**src/rtl/utf8_escape_text_parser_top_macros.svh**
```systemverilog
// Assertion macros for the text parser top level
`ifndef UTF8_ESCAPE_TEXT_PARSER_TOP_MACROS_SVH
`define UTF8_ESCAPE_TEXT_PARSER_TOP_MACROS_SVH

// Condition must hold whenever the antecedent holds, same cycle
`define U8E_ASSERT_IMP(label, ante, cons, msg) \
  label: assert property (@(posedge clk) disable iff (rst) (ante) |-> (cons)) \
    else $error(msg);

// Condition must hold in the cycle after the antecedent
`define U8E_ASSERT_NEXT(label, ante, cons, msg) \
  label: assert property (@(posedge clk) disable iff (rst) (ante) |=> (cons)) \
    else $error(msg);

`endif

```
**src/rtl/u8esc_pkg.sv**
```systemverilog
package u8esc_pkg;

  // Result kinds
  localparam logic [1:0] KIND_CP     = 2'd0;
  localparam logic [1:0] KIND_COLOUR = 2'd1;
  localparam logic [1:0] KIND_END    = 2'd2;

  localparam logic [7:0]  CARET       = 8'h5E;
  localparam logic [7:0]  LETTER_X    = 8'h78;
  localparam logic [20:0] REPLACEMENT = 21'h00FFFD;

  // Held byte window: seven pending bytes plus the new one
  localparam int unsigned WIN_DEPTH = 8;

  typedef struct packed {
    logic [1:0]  kind;
    logic [20:0] code_point;
    logic [7:0]  red;
    logic [7:0]  green;
    logic [7:0]  blue;
  } result_t;

  // What the resolver reports for the byte at the head of the window
  typedef struct packed {
    logic       need_more;
    logic [3:0] used;
    result_t    res;
  } res_info_t;

  function automatic logic is_hex(input logic [7:0] c);
    return (c >= 8'h30 && c <= 8'h39) || (c >= 8'h61 && c <= 8'h66) ||
           (c >= 8'h41 && c <= 8'h46);
  endfunction

  function automatic logic [3:0] hex_nib(input logic [7:0] c);
    logic [3:0] v;
    v = 4'd0;
    if (c >= 8'h30 && c <= 8'h39) v = c[3:0];
    else if ((c >= 8'h61 && c <= 8'h66) || (c >= 8'h41 && c <= 8'h46)) v = c[3:0] + 4'd9;
    return v;
  endfunction

  function automatic logic is_cont(input logic [7:0] c);
    return c[7:6] == 2'b10;
  endfunction

  // Palette colours {red, green, blue}; half intensity rounds to 128
  function automatic logic [23:0] palette_rgb(input logic [3:0] d);
    logic [23:0] rgb;
    unique case (d)
      4'd0:    rgb = 24'hFFFFFF;
      4'd1:    rgb = 24'hFF0000;
      4'd2:    rgb = 24'h00FF00;
      4'd3:    rgb = 24'h0000FF;
      4'd4:    rgb = 24'hFFFF00;
      4'd5:    rgb = 24'hFF00FF;
      4'd6:    rgb = 24'h00FFFF;
      4'd7:    rgb = 24'h808080;
      4'd8:    rgb = 24'hFF8000;
      4'd9:    rgb = 24'h800080;
      default: rgb = 24'h000000;
    endcase
    return rgb;
  endfunction

endpackage

```
**src/rtl/u8esc_resolve.sv**
```systemverilog
module u8esc_resolve
  import u8esc_pkg::*;
(
  input  logic [7:0] win [WIN_DEPTH],
  input  logic [3:0] cnt,
  input  logic       final_in,
  output res_info_t  info
);

  logic [7:0]  b0;
  logic [7:0]  b1;
  logic        hex_ok;
  logic        cont_bad;
  logic [3:0]  len;
  logic [20:0] cp_dec;
  logic [23:0] pal;

  assign b0  = win[0];
  assign b1  = win[1];
  assign pal = palette_rgb(b1[3:0]);

  // Lead byte length, zero for a bad lead
  always_comb begin
    if (b0[7:5] == 3'b110)      len = 4'd2;
    else if (b0[7:4] == 4'hE)   len = 4'd3;
    else if (b0[7:3] == 5'h1E)  len = 4'd4;
    else                        len = 4'd0;
  end

  // Checks over the bytes present in the window
  always_comb begin
    hex_ok   = 1'b1;
    cont_bad = 1'b0;
    for (int i = 2; i < 8; i++) begin
      if (4'(i) < cnt && !is_hex(win[i])) hex_ok = 1'b0;
    end
    for (int i = 1; i < 4; i++) begin
      if (4'(i) < cnt && 4'(i) < len && !is_cont(win[i])) cont_bad = 1'b1;
    end
  end

  // Code point assembly
  always_comb begin
    case (len)
      4'd2:    cp_dec = {10'd0, b0[4:0], b1[5:0]};
      4'd3:    cp_dec = {5'd0, b0[3:0], b1[5:0], win[2][5:0]};
      default: cp_dec = {b0[2:0], b1[5:0], win[2][5:0], win[3][5:0]};
    endcase
  end

  always_comb begin
    info          = '0;
    info.res.kind = KIND_CP;
    if (b0 == CARET) begin
      if (cnt < 4'd2) begin
        if (final_in) begin
          info.res.code_point = 21'(CARET);
          info.used           = 4'd1;
        end else begin
          info.need_more = 1'b1;
        end
      end else if (b1 >= 8'h30 && b1 <= 8'h39) begin
        info.res.kind  = KIND_COLOUR;
        info.res.red   = pal[23:16];
        info.res.green = pal[15:8];
        info.res.blue  = pal[7:0];
        info.used      = 4'd2;
      end else if (b1 == LETTER_X && hex_ok && cnt >= 4'd8) begin
        info.res.kind  = KIND_COLOUR;
        info.res.red   = {hex_nib(win[2]), hex_nib(win[3])};
        info.res.green = {hex_nib(win[4]), hex_nib(win[5])};
        info.res.blue  = {hex_nib(win[6]), hex_nib(win[7])};
        info.used      = 4'd8;
      end else if (b1 == LETTER_X && hex_ok && !final_in) begin
        info.need_more = 1'b1;
      end else begin
        // not an escape: plain caret, rest parsed again
        info.res.code_point = 21'(CARET);
        info.used           = 4'd1;
      end
    end else if (!b0[7]) begin
      info.res.code_point = 21'(b0);
      info.used           = 4'd1;
    end else if (len == 4'd0 || cont_bad) begin
      info.res.code_point = REPLACEMENT;
      info.used           = 4'd1;
    end else if (cnt < len) begin
      if (final_in) begin
        info.res.code_point = REPLACEMENT;
        info.used           = 4'd1;
      end else begin
        info.need_more = 1'b1;
      end
    end else begin
      info.res.code_point = cp_dec;
      info.used           = len;
    end
  end

endmodule

```
**src/rtl/utf8_escape_text_parser_top.sv**
```systemverilog
// A byte is taken in ST_IDLE; ST_RESOLVE then resolves one result per step
// until the window is settled; on a final byte ST_END queues the end marker;
// ST_FLUSH then releases the last result. The next byte is taken only back
// in ST_IDLE. The single resolver stepping the window sets throughput;
// output back-pressure stalls it. Reset (rst, synchronous) empties the
// window, clears the string-ended flag and the output; byte contents stay.
module utf8_escape_text_parser_top
  import u8esc_pkg::*;
(
  input  logic        clk,
  input  logic        rst,
  input  logic        s_axis_tvalid,
  output logic        s_axis_tready,
  input  logic [7:0]  s_axis_tdata,   // [7:0] text_byte
  input  logic        s_axis_tlast,   // end_of_string
  output logic        m_axis_tvalid,
  input  logic        m_axis_tready,
  output logic [47:0] m_axis_tdata,   // [20:0] code_point, [28:21] red, [36:29] green,
                                      // [44:37] blue, [47:45] zero
  output logic [1:0]  m_axis_tuser,   // [1:0] kind
  output logic        m_axis_tlast    // last_of_run
);

  typedef enum logic [3:0] {
    ST_IDLE    = 4'b0001,
    ST_RESOLVE = 4'b0010,
    ST_END     = 4'b0100,
    ST_FLUSH   = 4'b1000
  } state_t;

  state_t     state;
  logic [7:0] held_bytes [WIN_DEPTH];
  logic [7:0] shifted    [WIN_DEPTH];
  logic [3:0] cnt;
  logic       final_flag;
  logic       str_ended;
  logic       hold_valid;
  result_t    hold;
  logic       out_valid;
  result_t    out_res;
  logic       out_last;
  res_info_t  info;
  result_t    end_res;
  logic       out_free;
  logic       can_push;
  logic       in_beat;
  logic       out_load;

  // Shared resolver on the head of the window
  u8esc_resolve u_resolve (
    .win      (held_bytes),
    .cnt      (cnt),
    .final_in (final_flag),
    .info     (info)
  );

  assign out_free = !out_valid || m_axis_tready;
  assign can_push = !hold_valid || out_free;
  assign in_beat  = s_axis_tvalid && s_axis_tready;

  // Hold slot moves into the output register this cycle
  assign out_load = hold_valid && out_free &&
                    (state == ST_END || state == ST_FLUSH ||
                     (state == ST_RESOLVE && cnt != 4'd0 && !info.need_more));

  always_comb begin
    end_res      = '0;
    end_res.kind = KIND_END;
  end

  // Window after dropping the bytes just used
  always_comb begin
    logic [3:0] src;
    for (int j = 0; j < WIN_DEPTH; j++) begin
      src        = 4'(j) + info.used;
      shifted[j] = (src < 4'(WIN_DEPTH)) ? held_bytes[src[2:0]] : held_bytes[j];
    end
  end

  // Sequencer, hold slot and output register
  always_ff @(posedge clk) begin
    if (rst) begin
      state      <= ST_IDLE;
      cnt        <= '0;
      final_flag <= 1'b0;
      str_ended  <= 1'b0;
      hold_valid <= 1'b0;
      out_valid  <= 1'b0;
      out_last   <= 1'b0;
    end else begin
      if (out_valid && m_axis_tready && !out_load) out_valid <= 1'b0;
      unique case (state)
        ST_IDLE: begin
          if (in_beat) begin
            if (str_ended) begin
              if (s_axis_tlast) str_ended <= 1'b0;
            end else begin
              final_flag <= (s_axis_tdata == 8'd0) || s_axis_tlast;
              str_ended  <= (s_axis_tdata == 8'd0) && !s_axis_tlast;
              if (s_axis_tdata != 8'd0) begin
                held_bytes[cnt[2:0]] <= s_axis_tdata;
                cnt                  <= cnt + 4'd1;
              end
              state <= ST_RESOLVE;
            end
          end
        end
        ST_RESOLVE: begin
          if (cnt == 4'd0 || info.need_more) begin
            state <= final_flag ? ST_END : ST_FLUSH;
          end else if (can_push) begin
            held_bytes <= shifted;
            cnt        <= cnt - info.used;
            if (hold_valid) begin
              out_valid <= 1'b1;
              out_res   <= hold;
              out_last  <= 1'b0;
            end
            hold       <= info.res;
            hold_valid <= 1'b1;
          end
        end
        ST_END: begin
          if (can_push) begin
            if (hold_valid) begin
              out_valid <= 1'b1;
              out_res   <= hold;
              out_last  <= 1'b0;
            end
            hold       <= end_res;
            hold_valid <= 1'b1;
            state      <= ST_FLUSH;
          end
        end
        ST_FLUSH: begin
          if (!hold_valid) begin
            state <= ST_IDLE;
          end else if (out_free) begin
            out_valid  <= 1'b1;
            out_res    <= hold;
            out_last   <= 1'b1;
            hold_valid <= 1'b0;
            state      <= ST_IDLE;
          end
        end
        default: state <= ST_IDLE;
      endcase
    end
  end

  assign s_axis_tready = (state == ST_IDLE);
  assign m_axis_tvalid = out_valid;
  assign m_axis_tdata  = {3'b000, out_res.blue, out_res.green, out_res.red,
                          out_res.code_point};
  assign m_axis_tuser  = out_res.kind;
  assign m_axis_tlast  = out_last;

`include "utf8_escape_text_parser_top_macros.svh"

  // Window never holds more than its depth
  `U8E_ASSERT_IMP(a_cnt_range, 1'b1, cnt <= 4'(WIN_DEPTH), "byte window overfilled")
  // Every result of a byte has left the hold slot before the next byte
  `U8E_ASSERT_IMP(a_idle_no_hold, state == ST_IDLE, !hold_valid, "result stranded in hold")
  // The end marker always closes its run
  `U8E_ASSERT_IMP(a_end_last, m_axis_tvalid && m_axis_tuser == KIND_END, m_axis_tlast,
                  "end marker not flagged last")
  // A final byte leaves the window empty once resolved
  `U8E_ASSERT_NEXT(a_final_empty, state == ST_END, cnt == 4'd0, "window not drained at end")

endmodule

```
**config.mk**
```make
export PLATFORM = sky130hd
export DESIGN_NAME = utf8_escape_text_parser_top
export DESIGN_NICKNAME = d
export VERILOG_FILES = /design/src/rtl/u8esc_pkg.sv /design/src/rtl/u8esc_resolve.sv /design/src/rtl/utf8_escape_text_parser_top.sv
export VERILOG_INCLUDE_DIRS = /design/src /design/src/rtl
export SDC_FILE = /design/constraint.sdc
export NUM_CORES = 1
export LEC_CHECK = 0
export BUFFER_PORTS_ARGS = -buffer_cell sky130_fd_sc_hd__clkbuf_2
export CORE_ASPECT_RATIO = 0.9
export CORE_MARGIN = 5
export CORE_UTILIZATION = 50
export DETAILED_ROUTE_END_ITERATION = 10
export PLACE_DENSITY = 0.65
export SLEW_MARGIN = 5
export SYNTH_ARGS = -nofsm -noshare
export SYNTH_HDL_FRONTEND = slang
export SYNTH_SLANG_ARGS = --single-unit
```
**constraint.sdc**
```tcl
create_clock -name clk -period 10.7 [get_ports clk]
set_clock_uncertainty 0.15 [all_clocks]
set_input_delay 1.605 -clock clk [delete_from_list [all_inputs] [get_ports clk]]
set_output_delay 1.605 -clock clk [all_outputs]
set_load 0.02 [all_outputs]
```
---- Yosys cells after proc, flatten, opt, wreduce, memory -nomap -nowiden ----
Memories as Yosys holds them, arrays and structs flattened. A register that Yosys moved wholly into a read port is not among the register bits.
Index checks and enable logic that the tools add are counted.
word-level totals
  input bits .............................. 13
  output and inout bits ................... 53
  ROM bits ................................ 384
  register bits after elaboration ......... 171
  memories ................................ 1
memory list
  name             words  width  read ports  clocked after Yosys merged registers in  wr ports  RTL line         RTL
  (no name shown)  16     24     1           1                                        0         u8esc_pkg.sv:50  unique case (d)
cells by class
  reductions and logical operators ........ 107
  equality and inequality tests ........... 32
  add/sub/neg operators ................... 15
  multiplexer cells ....................... 144
  order comparisons ....................... 69
  bitwise operators ....................... 11
operators by type and width
  operator                                                            number
  two-way mux 47 bit                                                  8
  two-way mux 64 bit                                                  5
  two-way mux 8 bit                                                   25
  binary-select mux 8 bit (select 3 bit)                              8
  two-way mux 21 bit                                                  7
  one-hot mux 47 bit (3 select lines)                                 1
  one-hot mux 64 bit (2 select lines)                                 1
  two-way mux 4 bit                                                   31
  greater-or-equal comparator 8 x 7 -> 1 bit (second input constant)  12
  <= comparator 8 x 7 -> 1 bit (second input constant)                12
  two-way mux 24 bit                                                  4
  one-hot mux 47 bit (2 select lines)                                 1
  bitwise mux 64 bit                                                  1
  AND reduction 8 bit                                                 8
  greater-or-equal comparator 8 x 6 -> 1 bit (second input constant)  7
  <= comparator 8 x 6 -> 1 bit (second input constant)                7
  logical AND 1 bit                                                   43
  one-hot mux 21 bit (2 select lines)                                 1
  greater-or-equal comparator 4 bit (second input constant)           10
  two-way mux 1 bit                                                   36
  inverter 3 -> 4 bit                                                 9
  < comparator 4 bit (second input constant)                          8
  logical OR 1 bit                                                    25
  adder 4 bit (second input constant)                                 6
  other kinds (45)                                                    102

---- Logic depth before layout (Yosys ltp) ----
Gate-level depths: netlist (run 1).
  depth after elaboration ................. 30
  gate-level depth with buffers ........... 26
  mapped depth without buffers ............ 21

---- Hierarchy ----
A second synthesis (run 1) with hierarchy kept.
second synthesis, totals
  cells, all modules ...................... 1,046
  area total of the unflattened synthesis .. 11,596.1 um^2
modules (own cells, without submodules)
  module                       cells each  instances  sequential area each (um^2)  area each (um^2)
  utf8_escape_text_parser_top  667         1          5,004.8                      9,091.2
  u8esc_resolve                379         1          0.0                          2,504.9

---- Worst setup path before layout (run 1) ----
No wires, ideal clock.
  path type ............................... register to register
  start ................................... register held_bytes[61] (netlist name)
  end ..................................... register out_res, in the netlist m_axis_tdata[0] (enable)
  arrival time ............................ 6.203 ns
  setup time .............................. 0.522 ns
  buffers on the path ..................... 3
  stages on the path, launching flop included .. 13
  path slack .............................. 3.825 ns
  cells stage by stage .................... edfxtp_1 -> buf_2 -> and4b_1 -> clkbuf_1 -> nor2_1 -> clkbuf_1 -> ha_1 -> nor4_1 -> a211oi_2 -> o41a_1 -> a21boi_0 -> nor2_1 -> a211oi_1
on the way
  word-level cells in the longest chain between the ends .. 17
  elaborated cells on any way between the ends .. 29
  those cells by class .................... order compare: 4; eq/ne: 5; mux: 10; reduce/logical: 10
RTL lines
  element                            RTL line                            RTL
  from (decl)                        utf8_escape_text_parser_top.sv:32   logic [7:0] held_bytes [WIN_DEPTH];
  from (signal, indexed assignment)  utf8_escape_text_parser_top.sv:101  held_bytes[cnt[2:0]] <= s_axis_tdata;
  from (signal assigned)             utf8_escape_text_parser_top.sv:112  held_bytes <= shifted;
  equality test 5 bit                u8esc_resolve.sv:26                 else if (b0[7:3] == 5'h1E) len = 4'd4;
  two-way mux 3 bit                  u8esc_resolve.sv:26
  two-way mux 4 bit                  u8esc_resolve.sv:25                 else if (b0[7:4] == 4'hE) len = 4'd3;
  two-way mux 4 bit                  u8esc_resolve.sv:24                 if (b0[7:5] == 3'b110) len = 4'd2;
  < comparator 1 x 4 -> 1 bit        u8esc_resolve.sv:38                 if (4'(i) < cnt && 4'(i) < len && !is_cont(win[i])) cont_bad = 1'b1;
  logical AND 1 bit (2 in series)    u8esc_resolve.sv:38
  two-way mux 1 bit (3 in series)    u8esc_resolve.sv:38
  logical OR 1 bit                   u8esc_resolve.sv:84                 end else if (len == 4'd0 || cont_bad) begin
  two-way mux 1 bit                  u8esc_resolve.sv:84
  two-way mux 1 bit                  u8esc_resolve.sv:81                 end else if (!b0[7]) begin
  two-way mux 5 bit *                u8esc_resolve.sv:54                 if (b0 == CARET) begin
  logical OR 1 bit *                 utf8_escape_text_parser_top.sv:109  if (cnt == 4'd0 || info.need_more) begin
  inequality test 2 bit (no line) *  -
  AND reduction 5 bit (no line) *    -
  to (signal assigned)               utf8_escape_text_parser_top.sv:116  out_res <= hold;
  to (signal assigned)               utf8_escape_text_parser_top.sv:127  out_res <= hold;
  to (signal assigned)               utf8_escape_text_parser_top.sv:140  out_res <= hold;
  to (decl)                          utf8_escape_text_parser_top.sv:40   result_t out_res;
Every way passes the cells marked *; elsewhere a longest branch is shown, timed or not.
A chain may end at the register's enable or synchronous reset.

---- Worst setup path after layout (run 1) ----
  start ................................... register held_bytes[63] (netlist name)
  end ..................................... register, netlist name u_resolve.pal[15]
on the way
  word-level cells in the longest chain between the ends .. 24
  elaborated cells on any way between the ends .. 44
  those cells by class .................... add/sub: 1; order compare: 5; eq/ne: 6; mux: 21; bitwise: 1; reduce/logical: 10
RTL lines
  element                                                RTL line                            RTL
  equality test 5 bit                                    u8esc_resolve.sv:26
  two-way mux 3 bit                                      u8esc_resolve.sv:26
  two-way mux 4 bit                                      u8esc_resolve.sv:25
  two-way mux 4 bit                                      u8esc_resolve.sv:24
  < comparator 1 x 4 -> 1 bit                            u8esc_resolve.sv:38
  logical AND 1 bit (2 in series)                        u8esc_resolve.sv:38
  two-way mux 1 bit (3 in series)                        u8esc_resolve.sv:38
  logical OR 1 bit                                       u8esc_resolve.sv:84
  [... 4 more ...]                                       -
  inverter 3 -> 4 bit (implied by the code)              utf8_escape_text_parser_top.sv:76   shifted[j] = (src < 4'(WIN_DEPTH)) ? held_bytes[src[2:0]] : held_bytes[j];
  binary-select mux 8 bit (select 3 bit)                 utf8_escape_text_parser_top.sv:76
  two-way mux 8 bit (implied by the code) (2 in series)  utf8_escape_text_parser_top.sv:76
  two-way mux 8 bit                                      utf8_escape_text_parser_top.sv:76
  two-way mux 64 bit                                     utf8_escape_text_parser_top.sv:111  end else if (can_push) begin
  two-way mux 64 bit                                     utf8_escape_text_parser_top.sv:109
  one-hot mux 64 bit (2 select lines)                    utf8_escape_text_parser_top.sv:92   unique case (state)
  two-way mux 4 bit (no line) *                          -
Every way passes the cells marked *; elsewhere a longest branch is shown, timed or not. The select of a mux whose other input is x is not followed.

==> metrics.cfg, run 1 <==
[outcome]
status = finished clean

[timing]
drv_slew = 0
hold_viol_final = 0
worst_slew_pin_slew_ns = 1.095
period_needed_ns = 7.616
rsz0062_at_grt = false
finalSetupViolations = 0
period_share = 0.7118
tns_ns = 0
slew_headroom = 0.2642
maxClockFrequency_mhz = 131.3

[final_layout]
syn_to_final_growth_pct = 9.051
layout-drive-gt1-share = 0.1441
diodes = 0
nFillCells = 2122
multi_input_area_sq_um = 6446
fin_area_sq_um = 13160
seq_area_sq_um = 5125
nets = 1285

[cts]
cts_made_buffers = 17
cts_root_buffer = clkbuf_16
cts.sinks = 177
post-cts-setup-buffers = 0
holdBufCountCts = 0
htree_num_levels = 4
cts_tree = done
insertion_delay_ns = 0.44
path_clk_slew_ns = 0.08
cts.path.max_buffers = 2
cts_resized = 0

[worst_setup_path]
reg2reg_depth = 19
end_kind = register
r2r-end = u_resolve.pal[15]
cpLargestDelayFamily = simple AND/OR/NAND/NOR gates
start_kind = register
cp_max_fo = 54
path_class = register to register
r2r_slack_ns = 3.08
cp_slowest_stage_delay_ns = 1.14
crit_buf_inv = 2
worstPathArrival_ns = 7.82
cp.required_ns = 10.90
path_cells = nand2_1 > nor2_1 > nor2_1 > ha_1 > nor4_1 > a211oi_2 > o2111ai_1 > buf_4 > o21a_1 > nor2_8 > buf_4 > ha_1 > mux2i_1 > nand2_1 > o21ai_0 > a21oi_1 > nor4_1 > a211oi_2 > o32ai_1
cp_slowest_cell = ha_1
reg2reg_from = held_bytes[63]

[yosys]
yosysMostFrequentCell = nand2_1
synthCells = 1224
ys_types = 90
syn_area_sq_um = 12070
synth_common_cells = nand2_1, edfxtp_1, mux2i_1
synth-seq-cells = 177
seq_area_frac_synth = 0.4247
async_reset_ff_frac = 0
synthFlopType = edfxtp_1
yosysWarnings = 0
synth_area_leaders = edfxtp_1, mux2i_1, nand2_1, mux4_2, ha_1
synth_top_area_frac = 0.3932
synth_largest_area_cell = edfxtp_1
avgSynthCellArea_sq_um = 9.859
synth_edf_count = 158

[floorplanning]
pin_count = 66
rows = 54
core_area_sq_um = 23990
fp.dieArea_sq_um = 27350
dieWidth_um = 173.8
die_h_um = 157.4
initial_core_util = 0.5031

[routing]
detail-route-antenna-nets = 0
avgRoutedWirePerCell_um = 24.75
wirelength_mm = 38.37
viasPerCell = 6.634
drt_iter0_markers = 1303
route.detailed.drc = 0
dr.pass1.iters = 6
vias = 10280

[grt]
grt_pass1_vias = 9523
track_usage = 0.2773
grt_max_degree = 61
antenna_found_initial = 0
grt-ovfl-total = 0
grt_pass1_wl_mm = 58.10

[placed_design]
gp_congestion = 0.9474
placed_area_sq_um = 12550
hpwl_mm = 27.33
port_buffers = 62

[pwr]
peakVddDrop_mv = 0.09617
cellPowerDensity_nw_per_um2 = 137.8
p_leak_nw = 5.027

[min_path]
worstHoldStart = hold[32]
whs_endpoint = m_axis_tdata[8]
hp-class = register to register
holdPathStages = 0

[flow_run]
maxCapViolCount = 0

[stage by stage]
step	worst slack (ns)	utilization	std cells	hold WS, ns	total power, mW
after CTS	3.327	0.5487	1550	0.2660	1.812
final	3.084	0.5487	1550	0.2681	1.814
after detailed placement	3.400	0.5233	1518	0.2545	1.160
after floorplan	3.825	-	1226	0.2503	1.065
after global routing	2.613	0.5487	1550	0.2680	1.877
after global placement	3.605	0.5233	1518	0.2514	1.157
[worst reg2reg max path, cell delays in order, from the launching register on]
cell and delay, ns:
edfxtp_1 0.66, nand2_1 0.18, nor2_1 0.73, nor2_1 0.43
ha_1 0.34, nor4_1 0.41, a211oi_2 0.20, o2111ai_1 0.24
buf_4 0.28, o21a_1 0.45, nor2_8 0.04, buf_4 0.38
ha_1 1.18, mux2i_1 0.27, nand2_1 0.06, o21ai_0 0.18
a21oi_1 0.06, nor4_1 0.70, a211oi_2 0.27, o32ai_1 0.31
[cell families (layout without fill, tap and decap cells)]
family                   Yosys count  after routing  share of synthesized area
adder cells (fa/ha/maj)           43             43                    0.04520
flip-flops                       177            177                     0.4247
other                              1              3                  0.0003107
XOR/XNOR                          14             14                    0.01016
multiplexers                     137            137                     0.1389
buffers and inverters            133            149                    0.04510
AO/OA/AOI/OAI                    311            311                     0.1700
AND/OR/NAND/NOR                  408            408                     0.1656
[layout by cell type (no fill, tap or decap), types with 19 or more instances in the layout]
cell type / instances
nand2_1: 191
edfxtp_1: 158
mux2i_1: 109
a21oi_1: 85
o21ai_0: 80
nor2_1: 70
clkbuf_2: 62
ha_1: 42
inv_1: 32
nand3_1: 31
mux4_2: 24
buf_4: 21
dfxtp_1: 19
[state kept, by name, indices dropped and copies added, names as in the netlist]
| register | flops |
|---|---|
| m_axis_tuser | 2 |
| hold | 47 |
| m_axis_tlast | 1 |
| cnt | 4 |
| final_flag | 1 |
| state | 4 |
| m_axis_tvalid | 1 |
| str_ended | 1 |
| hold_valid | 1 |
| m_axis_tdata | 45 |
| held_bytes | 64 |
| u_resolve.pal | 6 |
[worst max-delay path by stage]
stage	startpoint	end	slack, ns	depth (start not counted)
finish	held_bytes[63]	u_resolve.pal[15]	3.08	19
global placement	held_bytes[63]	u_resolve.pal[15]	3.60	19
global route	held_bytes[63]	u_resolve.pal[15]	2.61	19
detailed placement	held_bytes[63]	u_resolve.pal[15]	3.40	19
CTS	held_bytes[63]	u_resolve.pal[15]	3.33	19
floorplan	held_bytes[61]	m_axis_tdata[0]	3.83	12
[power by group]
part / total (mW) / switching [mW] / internal [mW]
Clock: 0.656 / 0.301 / 0.355
Sequential: 0.805 / 0.0356 / 0.770
Combinational: 0.353 / 0.218 / 0.134
[area by class of cell]
type                       instances  share of cell area
clock buffer                      17             0.03233
clock inverter                    15             0.01388
inverter                          34            0.009698
multi-input combinational        916              0.4898
sequential                       177              0.3894
tap                              308             0.02928
timing repair buffer              83             0.03556
[layer usage]
layer  GRT usage  routed length, um
met1      0.3866              15550
met2      0.4266              16770
met3     0.07613               4893
met4     0.08443               1156
met5           0                  0
(Power assumes the default switching activity.)
==> inputs of run 2 (changes only) <==
==> constraint.sdc (replaced) <==
create_clock -name clk -period 7.5 [get_ports clk]
set_clock_uncertainty 0.15 [all_clocks]
set_input_delay 1.125 -clock clk [delete_from_list [all_inputs] [get_ports clk]]
set_output_delay 1.125 -clock clk [all_outputs]
set_load 0.02 [all_outputs]
==> metrics.cfg, run 2 (same netlist as run 1, synthesis figures left out) <==
[outcome]
status = finished clean

[cts]
post-cts-setup-buffers = 0  ; unchanged
cts_made_buffers = 17  ; unchanged
cts_resized = 0  ; unchanged
path_clk_slew_ns = 0.08  ; about the same
cts.path.max_buffers = 2  ; unchanged
htree_num_levels = 4  ; unchanged
cts_tree = done
cts.sinks = 177  ; unchanged
cts_root_buffer = clkbuf_16
insertion_delay_ns = 0.45  ; about the same
holdBufCountCts = 0  ; unchanged

[pwr]
p_seq_frac = 0.447  ; +0.003
p_int_mw = 1.746  ; +39%
peakVddDrop_mv = 0.1536  ; +60%
cellPowerDensity_nw_per_um2 = 195.0  ; +41%
p_clk_frac = 0.357  ; -0.005
switching_share = 0.3210  ; +0.01526
comb_power_share = 0.196  ; +0.002
p_sw_mw = 0.8253  ; +49%
p_leak_nw = 5.040  ; +0.25%

[worst_setup_path]
start_kind = register
end_kind = register
reg2reg_from = held_bytes[63]
path_class = register to register
worstPathArrival_ns = 6.64  ; -1.18 ns
reg2reg_depth = 18  ; -1
r2r_slack_ns = 1.07  ; -2.01 ns
cp.required_ns = 7.71  ; -3.19 ns
r2r-end = u_resolve.pal[7]
cp_max_fo = 21  ; -61%

[grt]
track_usage = 0.2744  ; -0.002888
grt-ovfl-total = 0  ; unchanged
grt_pass1_vias = 9474  ; -0.51%
grt_pass1_wl_mm = 57.96  ; -0.24%
grt_max_degree = 61  ; unchanged
antenna_found_initial = 0  ; unchanged

[timing]
tns_ns = 0  ; unchanged
period_needed_ns = 6.427  ; -1.189 ns
drv_slew = 0  ; unchanged
maxClockFrequency_mhz = 155.6  ; +19%
period_share = 0.8569  ; +0.1452
worst_slew_pin_slew_ns = 1.075  ; -0.01992 ns
rsz0062_at_grt = false
hold_ws_ns = 0.2639  ; -0.004251 ns
finalSetupViolations = 0  ; unchanged
hold_viol_final = 0  ; unchanged
slew_headroom = 0.2805  ; +0.01625

[final_layout]
diodes = 0  ; unchanged
nets = 1288  ; +0.23%
utilization = 0.5498  ; +0.001095
layout-drive-gt1-share = 0.1470  ; +0.002866
nFillCells = 2138  ; +0.75%
largest_reg_flops = 64  ; unchanged
final_common_cell = nand2_1
syn_to_final_growth_pct = 9.269
layout_common_cells = nand2_1, edfxtp_1, mux2i_1
top_register = held_bytes

[floorplanning]
pin_count = 66  ; unchanged
dieWidth_um = 173.8  ; unchanged
rows = 54  ; unchanged
core_area_sq_um = 23990  ; unchanged
die_h_um = 157.4  ; unchanged
initial_core_util = 0.5031  ; unchanged
fp.dieArea_sq_um = 27350  ; unchanged

[routing]
drt_iter0_markers = 1646  ; +26%
avgRoutedWirePerCell_um = 24.60  ; -0.63%
viasPerCell = 6.568  ; -0.99%
wirelength_mm = 38.20  ; -0.44%
detail-route-antenna-nets = 0  ; unchanged
vias = 10200  ; -0.80%
route.detailed.drc = 0  ; unchanged
dr.pass1.iters = 6  ; unchanged

[min_path]
whs_endpoint = m_axis_tdata[1]
worstHoldStart = hold[25]
hp-class = register to register
holdPathStages = 0  ; unchanged

[placed_design]
hpwl_mm = 26.94  ; -1.4%
port_buffers = 62  ; unchanged
gp_congestion = 1.004  ; +6.0%

[flow_run]
maxCapViolCount = 0  ; unchanged

[run 2: per-stage QoR]
stage / setup WS, ns / area [sq um] / cells / power [mW]
2_1_floorplan: 0.6253 / 12080 / 1226 / 1.520
3_3_place_gp: 1.352 / 12570 / 1521 / 1.648
3_5_place_dp: 1.254 / 12570 / 1521 / 1.655
4_1_cts: 1.229 / 13190 / 1553 / 2.564
5_1_grt: 0.6115 / 13190 / 1553 / 2.661
6_report: 1.073 / 13190 / 1553 / 2.571
[run 2: how the worst max path moves through the flow]
stage / startpoint / end / slack (ns) / cells past startpoint
6_report: held_bytes[63] / u_resolve.pal[7] / 1.07 / 18
5_1_grt: held_bytes[63] / u_resolve.pal[7] / 0.61 / 18
4_1_cts: held_bytes[63] / u_resolve.pal[7] / 1.23 / 18
3_5_place_dp: held_bytes[63] / u_resolve.pal[7] / 1.25 / 18
3_3_place_gp: held_bytes[63] / u_resolve.pal[7] / 1.35 / 18
2_1_floorplan: held_bytes[61] / m_axis_tdata[0] / 0.63 / 12
[run 2: routing by layer]
layer / vias up / share of wire / GRT usage
li1: 4591 / - / -
met1: 4834 / 0.40 / 0.3824
met2: 690 / 0.45 / 0.4280
met3: 85 / 0.13 / 0.06748
met4: 0 / 0.029 / 0.08368
met5: - / 0 / 0
[run 2: final cells by class]
class	count	area (sq um)	area share
Tap cell	308	385.4	0.02922
Clock buffer	17	425.4	0.03226
Multi-Input combinational cell	916	6446	0.4889
Clock inverter	15	186.4	0.01414
Timing Repair Buffer	86	490.5	0.03720
Inverter	34	127.6	0.009678
Sequential cell	177	5125	0.3887
[run 2: power groups by stage]
stage          Clock [mW]  Combinational [mW]  Sequential [mW]
2_1_floorplan           0               0.388             1.13
3_3_place_gp            0               0.482             1.17
3_5_place_dp            0               0.488             1.17
4_1_cts             0.927               0.492             1.14
5_1_grt             0.972               0.540             1.15
6_report            0.919               0.504             1.15
[run 2: worst max-delay path: stages, from the launching register on]
cell and delay (ns):
edfxtp_1 0.65, and4b_1 0.68, nor2_1 0.15, ha_1 0.32
nor4_1 0.07, a211oi_2 0.45, o2111ai_1 0.22, o21a_1 0.42
nor2_8 0.17, inv_2 0.05, ha_1 0.22, xnor2_2 0.78
buf_4 0.36, mux4_2 0.51, nor4_1 0.26, o311ai_1 0.21
o21a_4 0.19, a2111o_1 0.33, o22ai_1 0.16
==> inputs of run 3 (changes only) <==
--- a/config.mk
+++ b/config.mk
@@ -8,7 +8,7 @@
 export LEC_CHECK = 0
 export BUFFER_PORTS_ARGS = -buffer_cell sky130_fd_sc_hd__clkbuf_2
 export CORE_ASPECT_RATIO = 0.9
-export CORE_MARGIN = 5
+export CORE_MARGIN = 2
 export CORE_UTILIZATION = 50
 export DETAILED_ROUTE_END_ITERATION = 10
 export PLACE_DENSITY = 0.65
==> metrics.cfg, run 3 (same netlist as run 1, synthesis figures left out) <==
[timing]
rsz0062_at_grt = false
period_share = 0.8436  ; -0.01337
tns_ns = 0  ; unchanged
worst_slew_pin_slew_ns = 1.203  ; +0.1280 ns
hold_viol_final = 0  ; unchanged
period_needed_ns = 6.327  ; -0.1003 ns
slew_headroom = 0.1948  ; -0.08567
maxClockFrequency_mhz = 158.1  ; +1.6%
drv_slew = 0  ; unchanged
finalSetupViolations = 0  ; unchanged

[cts]
cts_tree = done
cts_root_buffer = clkbuf_16
path_clk_slew_ns = 0.08  ; about the same
cts_made_buffers = 17  ; unchanged
cts_resized = 0  ; unchanged
insertion_delay_ns = 0.45  ; about the same
cts.path.max_buffers = 2  ; unchanged
htree_num_levels = 4  ; unchanged
cts.sinks = 177  ; unchanged
post-cts-setup-buffers = 0  ; unchanged
holdBufCountCts = 0  ; unchanged

[routing]
vias = 10090  ; -1.1%
viasPerCell = 6.530  ; -0.58%
dr.pass1.iters = 6  ; unchanged
drt_iter0_markers = 1370  ; -17%
route.detailed.drc = 0  ; unchanged
wirelength_mm = 37.94  ; -0.69%
avgRoutedWirePerCell_um = 24.56  ; -0.18%
detail-route-antenna-nets = 0  ; unchanged

[worst_setup_path]
r2r_slack_ns = 1.17  ; +0.10 ns
end_kind = register
crit_start = held_bytes[63]
cp_max_fo = 29  ; +38%
r2r-end = u_resolve.pal[7]
endpoint = u_resolve.pal[7]
reg2reg_from = held_bytes[63]
reg2reg_depth = 21  ; +3
start_kind = register
cp.required_ns = 7.71  ; about the same
path_class = register to register
worstPathArrival_ns = 6.53  ; -0.11 ns

[final_layout]
seq_area_sq_um = 5125  ; unchanged
nets = 1286  ; -0.16%
layout_common_cells = nand2_1, edfxtp_1, mux2i_1
largest_reg_flops = 64  ; unchanged
layout-drive-gt1-share = 0.1464  ; -0.0005680
diodes = 0  ; unchanged
fin_area_sq_um = 13200  ; about the same
syn_to_final_growth_pct = 9.342  ; about the same
top_register = held_bytes
nFillCells = 2052  ; -4.0%
final_common_cell = nand2_1
multi_input_area_sq_um = 6451  ; about the same

[pwr]
p_leak_nw = 5.040  ; about the same
peakVddDrop_mv = 0.1107  ; -28%
p_seq_frac = 0.438  ; -0.009
p_clk_frac = 0.370  ; +0.013
p_int_mw = 1.808  ; +3.6%
comb_power_share = 0.192  ; -0.004
p_sw_mw = 0.8149  ; -1.3%
cellPowerDensity_nw_per_um2 = 198.8  ; +1.9%
switching_share = 0.3107  ; -0.01029
power_mw = 2.623  ; +2.0%

[floorplanning]
dieWidth_um = 167.8  ; -3.5%
die_h_um = 151.4  ; -3.8%
initial_core_util = 0.5126  ; +0.009493
fp.dieArea_sq_um = 25400  ; -7.1%
pin_count = 66  ; unchanged
core_area_sq_um = 23540  ; -1.9%
rows = 53  ; -1.9%

[placed_design]
port_buffers = 62  ; unchanged
placed_area_sq_um = 12560  ; -0.14%
hpwl_mm = 26.67  ; -1.0%
gp_congestion = 1.007  ; +0.24%

[grt]
grt_max_degree = 61  ; unchanged
grt_pass1_wl_mm = 56.50  ; -2.5%
grt_pass1_vias = 9209  ; -2.8%
grt-ovfl-total = 0  ; unchanged
antenna_found_initial = 0  ; unchanged
track_usage = 0.2985  ; +0.02411

[min_path]
worstHoldStart = hold[30]
hp-class = register to register

[flow_run]
maxCapViolCount = 0  ; unchanged

[outcome]
status = finished clean

-- run 3: cell types whose count changed in the layout (fill, tap and decap cells not counted), sizes merged --
| cell | delta |
|---|---|
| clkinv | -4 |
| buf | -2 |
| bufinv | +2 |
| clkinvlp | +1 |
| inv | +1 |
-- run 3: cell type report --
type,instances,share of cell area
Multi-Input combinational cell,916,0.4889
Sequential cell,177,0.3884
Timing Repair Buffer,84,0.03603
Clock buffer,17,0.03224
Tap cell,302,0.02864
Clock inverter,15,0.01612
Inverter,34,0.009672
-- run 3: through the flow --
step | worst slack [ns] | hold slack (ns) | util | cells
finish | 1.173 | 0.2670 | 0.5605 | 1545
global placement | 1.404 | 0.2507 | 0.5334 | 1513
CTS | 1.238 | 0.2681 | 0.5605 | 1545
global route | 0.7540 | 0.2670 | 0.5605 | 1545
floorplan | 0.6253 | 0.2503 | - | 1226
detailed placement | 1.295 | 0.2545 | 0.5334 | 1513
-- run 3: critical path, cell delays in order (launching register included) --
cell       delay (ns)
edfxtp_1         0.61
and4b_1          0.64
nor2_1           0.14
ha_1             0.32
a21o_1           0.11
a211oi_1         0.07
nor3_1           0.90
o21a_1           0.56
nor2_8           0.05
inv_2            0.07
ha_1             0.18
xnor2_2          0.13
buf_4            0.33
nor2_1           0.07
a2111oi_1        0.38
a21oi_1          0.07
mux2_2           0.30
o31a_1           0.33
inv_1            0.12
ha_1             0.27
mux2_2           0.27
o22ai_1          0.14
-- run 3: per-layer routing --
| metal | global-route usage | vias to the layer above | share of wire | routed length, um |
|---|---|---|---|---|
| met4 | 0.1104 | 0 | 0.033 | 1235 |
| met2 | 0.4643 | 627 | 0.44 | 16800 |
| li1 | - | 4566 | - | - |
| met3 | 0.06454 | 91 | 0.11 | 4258 |
| met5 | 0 | - | 0 | 0 |
| met1 | 0.4130 | 4805 | 0.41 | 15640 |
-- run 3: how the worst min path moves through the flow --
stage | endpoint | slack, ns | cells after the start
3_5_place_dp | m_axis_tdata[22] | 0.25 | 0
6_report | m_axis_tdata[6] | 0.27 | 0
3_3_place_gp | m_axis_tdata[40] | 0.25 | 0
4_1_cts | m_axis_tdata[11] | 0.27 | 0
2_1_floorplan | m_axis_tdata[0] | 0.25 | 0
5_1_grt | m_axis_tdata[11] | 0.27 | 0
-- run 3: power by group through the flow --
stage               clock network, mW  registers [mW]  logic (mW)
floorplan                           0            1.13       0.388
global placement                    0            1.17       0.487
detailed placement                  0            1.17       0.491
CTS                             0.980            1.15       0.494
global route                     1.01            1.15       0.540
finish                          0.969            1.15       0.504
